## src/rtl/tsm_pkg.sv

```systemverilog
`default_nettype none

package tsm_pkg;

  // Field widths.
  localparam int POS_W   = 20;
  localparam int SLOPE_W = 16;
  localparam int VAR_W   = 32;
  localparam int CHI_W   = 24;

  localparam logic [CHI_W-1:0] CHI_MAX = {CHI_W{1'b1}};

  // Squared tolerance slopes (80 and 300 mm, squared).
  localparam logic [12:0] X_TOL_SLOPE_SQ = 13'd6400;
  localparam logic [16:0] Y_TOL_SLOPE_SQ = 17'd90000;

  // Divider geometry: one quotient bit per stage, plus an entry stage.
  localparam int DIV_NUM_W = 70;
  localparam int DIV_DEN_W = 32;
  localparam int DIV_Q_W   = CHI_W;
  localparam int DIV_REM_W = DIV_DEN_W + DIV_Q_W;
  localparam int DIV_LAT   = DIV_Q_W + 1;

  // Register stages ahead of the dividers.
  localparam int FRONT_DEPTH = 6;
  localparam int CTRL_DEPTH  = FRONT_DEPTH + DIV_LAT;

  // Configuration register map.
  localparam int ADDR_W = 5;
  typedef logic [2:0] reg_idx_t;
  localparam reg_idx_t REG_Z_MAGNET        = 3'd0;
  localparam reg_idx_t REG_Z_MAGNET_TX_SQ  = 3'd1;
  localparam reg_idx_t REG_Z_MAGNET_DS_SQ  = 3'd2;
  localparam reg_idx_t REG_Z_MATCH_PLANE   = 3'd3;
  localparam reg_idx_t REG_X_TOLERANCE     = 3'd4;
  localparam reg_idx_t REG_Y_TOLERANCE     = 3'd5;
  localparam reg_idx_t REG_BEND_COEFF      = 3'd6;
  localparam reg_idx_t REG_CHI2_CUT        = 3'd7;

  typedef struct packed {
    logic        [17:0] z_magnet;
    logic signed [18:0] z_magnet_tx_sq;
    logic signed [18:0] z_magnet_dslope_sq;
    logic        [17:0] z_match_plane;
    logic        [13:0] x_tolerance;
    logic        [13:0] y_tolerance;
    logic signed [18:0] bend_coefficient;
    logic        [23:0] chi2_cut;
  } cfg_t;

  localparam cfg_t CFG_RESET = '{
    z_magnet:           18'd83200,
    z_magnet_tx_sq:     -19'sd27200,
    z_magnet_dslope_sq: 19'sd8000,
    z_match_plane:      18'd134720,
    x_tolerance:        14'd128,
    y_tolerance:        14'd96,
    bend_coefficient:   -19'sd16000,
    chi2_cut:           24'd1024
  };

endpackage

`default_nettype wire

```

## src/rtl/tsm_div.sv

```systemverilog
`default_nettype none

// Pipelined restoring divider, one quotient bit per stage.
// Quotients that do not fit, and a zero divisor, come out saturated.
module tsm_div (
  input  wire logic                           clk,
  input  wire logic                           en,
  input  wire logic [tsm_pkg::DIV_NUM_W-1:0]  num,
  input  wire logic [tsm_pkg::DIV_DEN_W-1:0]  den,
  output logic      [tsm_pkg::DIV_Q_W-1:0]    quo
);

  localparam int QW = tsm_pkg::DIV_Q_W;
  localparam int RW = tsm_pkg::DIV_REM_W;

  logic [RW-1:0]                    rem_q [0:QW];
  logic [tsm_pkg::DIV_DEN_W-1:0]    den_q [0:QW];
  logic [QW-1:0]                    quo_q [0:QW];
  logic                             ovf_q [0:QW];

  logic [tsm_pkg::DIV_NUM_W-1:0] limit;
  logic                          ovf;

  // The quotient overflows when the dividend reaches the divisor times 2^QW.
  assign limit = tsm_pkg::DIV_NUM_W'({den, {QW{1'b0}}});
  assign ovf   = (den == '0) || (num >= limit);

  // Entry stage: once overflow is excluded the remainder fits in RW bits.
  always_ff @(posedge clk) begin
    if (en) begin
      rem_q[0] <= ovf ? '0 : num[RW-1:0];
      den_q[0] <= den;
      quo_q[0] <= '0;
      ovf_q[0] <= ovf;
    end
  end

  for (genvar k = 0; k < QW; k++) begin : g_stage
    localparam int SH = QW - 1 - k;
    logic [RW-1:0] sub;

    assign sub = RW'(den_q[k]) << SH;

    // Try the shifted divisor and keep the difference when it fits.
    always_ff @(posedge clk) begin
      if (en) begin
        if (rem_q[k] >= sub) begin
          rem_q[k+1] <= rem_q[k] - sub;
          quo_q[k+1] <= quo_q[k] | (QW'(1) << SH);
        end else begin
          rem_q[k+1] <= rem_q[k];
          quo_q[k+1] <= quo_q[k];
        end
        den_q[k+1] <= den_q[k];
        ovf_q[k+1] <= ovf_q[k];
      end
    end
  end

  assign quo = ovf_q[QW] ? '1 : quo_q[QW];

endmodule

`default_nettype wire

```

## config.mk

```make
export PLATFORM = sky130hd
export DESIGN_NAME = tsm_div
export DESIGN_NICKNAME = d
export VERILOG_FILES = /design/src/rtl/tsm_pkg.sv /design/src/rtl/tsm_div.sv
export SDC_FILE = /design/constraint.sdc
export NUM_CORES = 2
export LEC_CHECK = 0
export CORE_MARGIN = 8
export CORE_UTILIZATION = 45
export DETAILED_ROUTE_END_ITERATION = 6
export DONT_BUFFER_PORTS = 1
export GPL_TIMING_DRIVEN = 0
export PLACE_DENSITY = 0.71
export SYNTH_ARGS = -nofsm -noshare
export SYNTH_HDL_FRONTEND = slang
export SYNTH_SLANG_ARGS = --single-unit
```

## constraint.sdc

```tcl
create_clock -name clk -period 8.55 [get_ports clk]
set_input_delay 0.855 -clock clk [delete_from_list [all_inputs] [get_ports clk]]
set_output_delay 0.855 -clock clk [all_outputs]
set_load 0.05 [all_outputs]
```

; Word level (Yosys, flattened, before mapping)
; Memories as Yosys holds them, arrays and structs flattened.
; Cells that the tools add are included.
[word_totals]
regBits = 0
latch_bits = 0
ramBits = 2825
mem_bits_ro = 0
input_bits = 104
out_inout_bits = 24
elab_cells = 299
n_memories = 4
[classes]
addsub = 24
multipliers = 0
div = 0
n_lt_le_gt_ge = 25
eq_ne = 0
shifts = 0
n_mux = 196
n_bitwise = 48
reduce_logical = 2
[mem_list]
columns = name, words, word_bits, read_ports, rd_ports_with_merged_regs, write_ports, line_no
row1 = rem_q, 25, 56, 24, 0, 25, tsm_div.sv:16  ; logic [RW-1:0] rem_q [0:QW];
row2 = den_q, 25, 32, 24, 0, 25, tsm_div.sv:17  ; logic [tsm_pkg::DIV_DEN_W-1:0] den_q [0:QW];
row3 = quo_q, 25, 24, 25, 0, 25, tsm_div.sv:18  ; logic [QW-1:0] quo_q [0:QW];
row4 = ovf_q, 25, 1, 25, 0, 25, tsm_div.sv:19  ; logic ovf_q [0:QW];
[op_table]
columns = op, n
row1 = $mux W56, 25
row2 = $mux W24, 25
row3 = $mux W1, 146
row4 = $ge A70 B56 Y1, 1
row5 = $ge A56 B32 Y1, 1
row6 = $ge A56 B33 Y1, 1
row7 = $ge A56 B34 Y1, 1
row8 = $ge A56 B35 Y1, 1
row9 = $ge A56 B36 Y1, 1
row10 = $ge A56 B37 Y1, 1
row11 = $ge A56 B38 Y1, 1
row12 = $ge A56 B39 Y1, 1
row13 = $ge A56 B40 Y1, 1
row14 = $ge A56 B41 Y1, 1
row15 = $ge A56 B42 Y1, 1
row16 = $ge A56 B43 Y1, 1
row17 = $ge A56 B44 Y1, 1
row18 = $ge A56 B45 Y1, 1
row19 = $ge A56 B46 Y1, 1
row20 = $ge A56 B47 Y1, 1
row21 = $ge A56 B48 Y1, 1
row22 = $ge A56 B49 Y1, 1
row23 = $ge A56 B50 Y1, 1
row24 = $ge A56 B51 Y1, 1
row25 = 31 further kinds, 78

; Logic depth before layout (Yosys ltp)
; An unclocked memory read counts as a cell.
[logic_depth]
ltp_word = 6
ltp_mapped = 17
ltp_nobuf = 15

; Worst setup path after synthesis
; Ideal clock, no wire load.
[synth_timing]
path_type = input to register
start = input en
end = memory quo_q[1][77] (netlist name), enable pin
setup_ns = 0.460
arrival_time_ns = 3.749
required_time_ns = 8.090
slack_ns = 4.342
cell_stages = 4
path_buffers = 4
path_cell_list = clkbuf_1 clkbuf_1 clkbuf_1 clkbuf_1
[synth_lines]
columns = item, line_no
row1 = "start, declared", tsm_div.sv:7  ; input wire logic en,
row2 = "end, declared", tsm_div.sv:18

==> flow_summary.yaml <==
cts:
  clock_sinks: 2437
  post-cts-setup-buffers: 0
  tritoncts: "built"
  cts_buffers: 274
  clockRootBuffer: "clkbuf_16"
  clkTransAtPathRegs_ns: 0.06
  htree_levels: 5
  worstSkewPairLatency_ns: 0.90
  cts_buffer_depth: 4
power_and_ir_drop:
  power_frac_comb: 0.381
  peakVddDrop_mv: 0.234
  swShare: 0.364
  internal_power_mw: 31.0
  power_mw: 48.7
  p_per_area_mw_per_mm2: 331
  p_leak_nw: 56.6
  p_switching_mw: 17.7
  clock_power_share: 0.239
  power_frac_seq: 0.380
yosys:
  ys_async_sr_fraction: 0
  yosys.area.top_type: "edfxtp_1"
  synth_ff_type: "edfxtp_1"
  postSynthCellCount: 11900
  synth.most_common_cell: "edfxtp_1"
  ys_ff_latch: 2437
  ys_top_cells_by_area: "edfxtp_1 55%, ha_1 7.6%, a21oi_1 3.6%"
  avgSynthCellArea_um2: 11.1
  synth_top_area_share: 0.553
  synth-seq-area-share: 0.553
  synth-edff-count: 2437
  synthTopCellsByCount: "2,437 x edfxtp_1, 1,044 x inv_1, 970 x nand2_1"
  yosysUniqueCellTypes: 96
  yosys_warnings: 0
  synth_area_mm2: 0.132
  synth_fp_nets: 12900
routing:
  wl_met3_mm: 15.2
  vias_per_cell: 5.56
  drcViolationCount: 0
  wl_mm: 349
  ant_nets: 0
  wire_per_inst_um: 21.3
  dr.max_layer_used: "met5"
  routed-via-count: 91200
  firstDrtPassIters: 6
  drt_iter0_markers: 6195
  wl_met1_mm: 129
  met2_wirelength_mm: 177
layout:
  area_growth_syn_to_layout_pct: 11.3
  drive_gt1_frac: 0.0563
  stdcell_area_mm2: 0.147
  nFillCells: 25900
  nNetsFinal: 13200
  instances_no_fill: 16400
sta:
  fmax_ghz: 0.160
  final.period_utilization: 0.729
  period_minus_slack_ns: 6.24
  worstMarginPinSlew_ns: 1.48
  slew_headroom: 0.00132
  hold_viol: 0
  finClkSkew_ns: 0.0474
  rsz0062_at_grt: "no"
  slew_violations: 0
  finalSetupViolCount: 0
  finalSetupTns_ns: 0
critical_path:
  cp_common_cell: "a21oi_1"
  start_kind: "register"
  critPathMaxStageDelay_ns: 1.02
  worst_path_max_delay_cell: "clkinv_1"
  cp-end-kind: "register"
  criticalPathCategory: "reg2reg"
  crit_chain: "inv_1 > ha_1 > inv_1 > fa_1 > a21o_1 > a21oi_1 > o21ai_0 > a21oi_1 > o31ai_1 > o21a_1 > o2111ai_1 > and3_1 > clkbuf_1 > clkinv_1 > clkbuf_1 > nor2_1 > a21oi_1"
  worst_ep_arrival_time_ns: 6.82
  cp_max_fo: 10
  required_ns: 9.13
place:
  place_congestion: 0.955
  placed_area_mm2: 0.138
  numPortBuffers: 0
  dp_cells: 15900
  dp_hpwl_mm: 273
floorplanning:
  die_w_um: 558
  fp-row-count: 199
  core_mm2: 0.293
  start_util: 0.451
  fp.dieArea_mm2: 0.312
  ioPinCount: 128
  die_y_um: 558
global_route:
  grt_max_degree: 267
  grt_use_total: 0.217
  antenna_found_initial: 8
  grt_pass1_vias: 92500
  grt.overflow.total: 0
  grt_pass1_wl_mm: 528
run_status:
  violations: "capacitance limit"
  status: "finished, violations left"
flow_run:
  cap_violations: 2
hold_path:
  holdCritPathClass: "in2reg"
==> area by class of cell <==
class                           instances  area (um^2)  share of cell area
Antenna cell                            7         17.5            0.000119
Clock buffer                          326         7160              0.0486
Sequential cell                      2437        73200               0.497
Tap cell                             3919         4900              0.0333
Inverter                             1047         3930              0.0267
Clock inverter                        164         1670              0.0113
Multi-Input combinational cell       8088        53900               0.366
Buffer                                358         1460             0.00988
Timing Repair Buffer                   68         1080             0.00733
==> power by group through the flow <==
stage | clock [mW] | sequential (mW) | combinational (mW)
floorplan | 0 | 17.9 | 13.9
detailed placement | 0 | 18.7 | 18.3
global placement | 0 | 18.7 | 18.1
finish | 11.7 | 18.5 | 18.6
global route | 12.3 | 18.7 | 20.6
CTS | 11.9 | 18.5 | 18.4
==> worst paths after layout <==
path | start | end | slack (ns) | cells past startpoint
max | rem_q[10][58] | rem_q[11][32] | 2.31 | 17
max reg2reg | rem_q[10][58] | rem_q[11][32] | 2.31 | 17
min | en | den_q[0][63] | 0.11 | 0
min reg2reg | quo_q[0][359] | quo_q[0][383] | 0.41 | 0
==> critical path, delay by kind of cell, from the launching register on <==
family | cells | cell delay, ns
flip-flops | 1 | 0.40
buffers and inverters | 5 | 2.57
adder cells (fa/ha/maj) | 2 | 0.58
AO/OA/AOI/OAI | 8 | 1.85
AND/OR/NAND/NOR | 2 | 0.52
==> routing by layer <==
metal | track usage | up-vias
met5 | 0 | -
met4 | 0.146 | 2
met3 | 0.0282 | 957
met2 | 0.400 | 2570
met1 | 0.232 | 43200
li1 | - | 44500
==> kinds of logic (layout without fill, tap and decap cells) <==
| family | after synthesis | after routing | synth area share |
|---|---|---|---|
| compound gates | 3008 | 3008 | 0.138 |
| xor+xnor | 906 | 906 | 0.0600 |
| fa+ha+maj | 823 | 823 | 0.0791 |
| buf+inv | 1405 | 1963 | 0.0401 |
| flops | 2437 | 2437 | 0.553 |
| mux | 106 | 106 | 0.00893 |
| other cells | 0 | 7 | 0 |
| simple gates | 3245 | 3245 | 0.121 |
==> cell usage in the layout, fill, tap and decap left out, drive strengths merged, types with 120 or more instances in the layout <==
master,count
nand4,204
a21oi,954
a21o,432
nand2,970
o21bai,120
clkbuf,650
ha,800
nor3,201
nor4,169
nor2,727
nand3,197
xor2,406
inv,1065
o21ai,890
xnor2,500
edfxtp,2437
==> what timing repair did <==
action,4_1_cts,5_1_grt
endpoints found under the hold margin,32,0
hold buffers,32,0
resized for setup,0,0
==> metrics by stage <==
step / setup slack [ns] / hold WS (ns) / utilization
after detailed placement: 1.69 / 0.405 / 0.471
final: 2.31 / 0.114 / 0.502
after CTS: 2.35 / 0.0364 / 0.502
after floorplan: 4.34 / 0.400 / -
after global routing: 2.22 / 0.0529 / 0.502
after global placement: 0.0123 / 0.400 / 0.468
==> flip-flops by register name, indices dropped and copies added (netlist names) <==
register,flops
rem_q,1344
den_q,768
quo_q,300
ovf_q,25
Power figures use the tool's default switching activity.
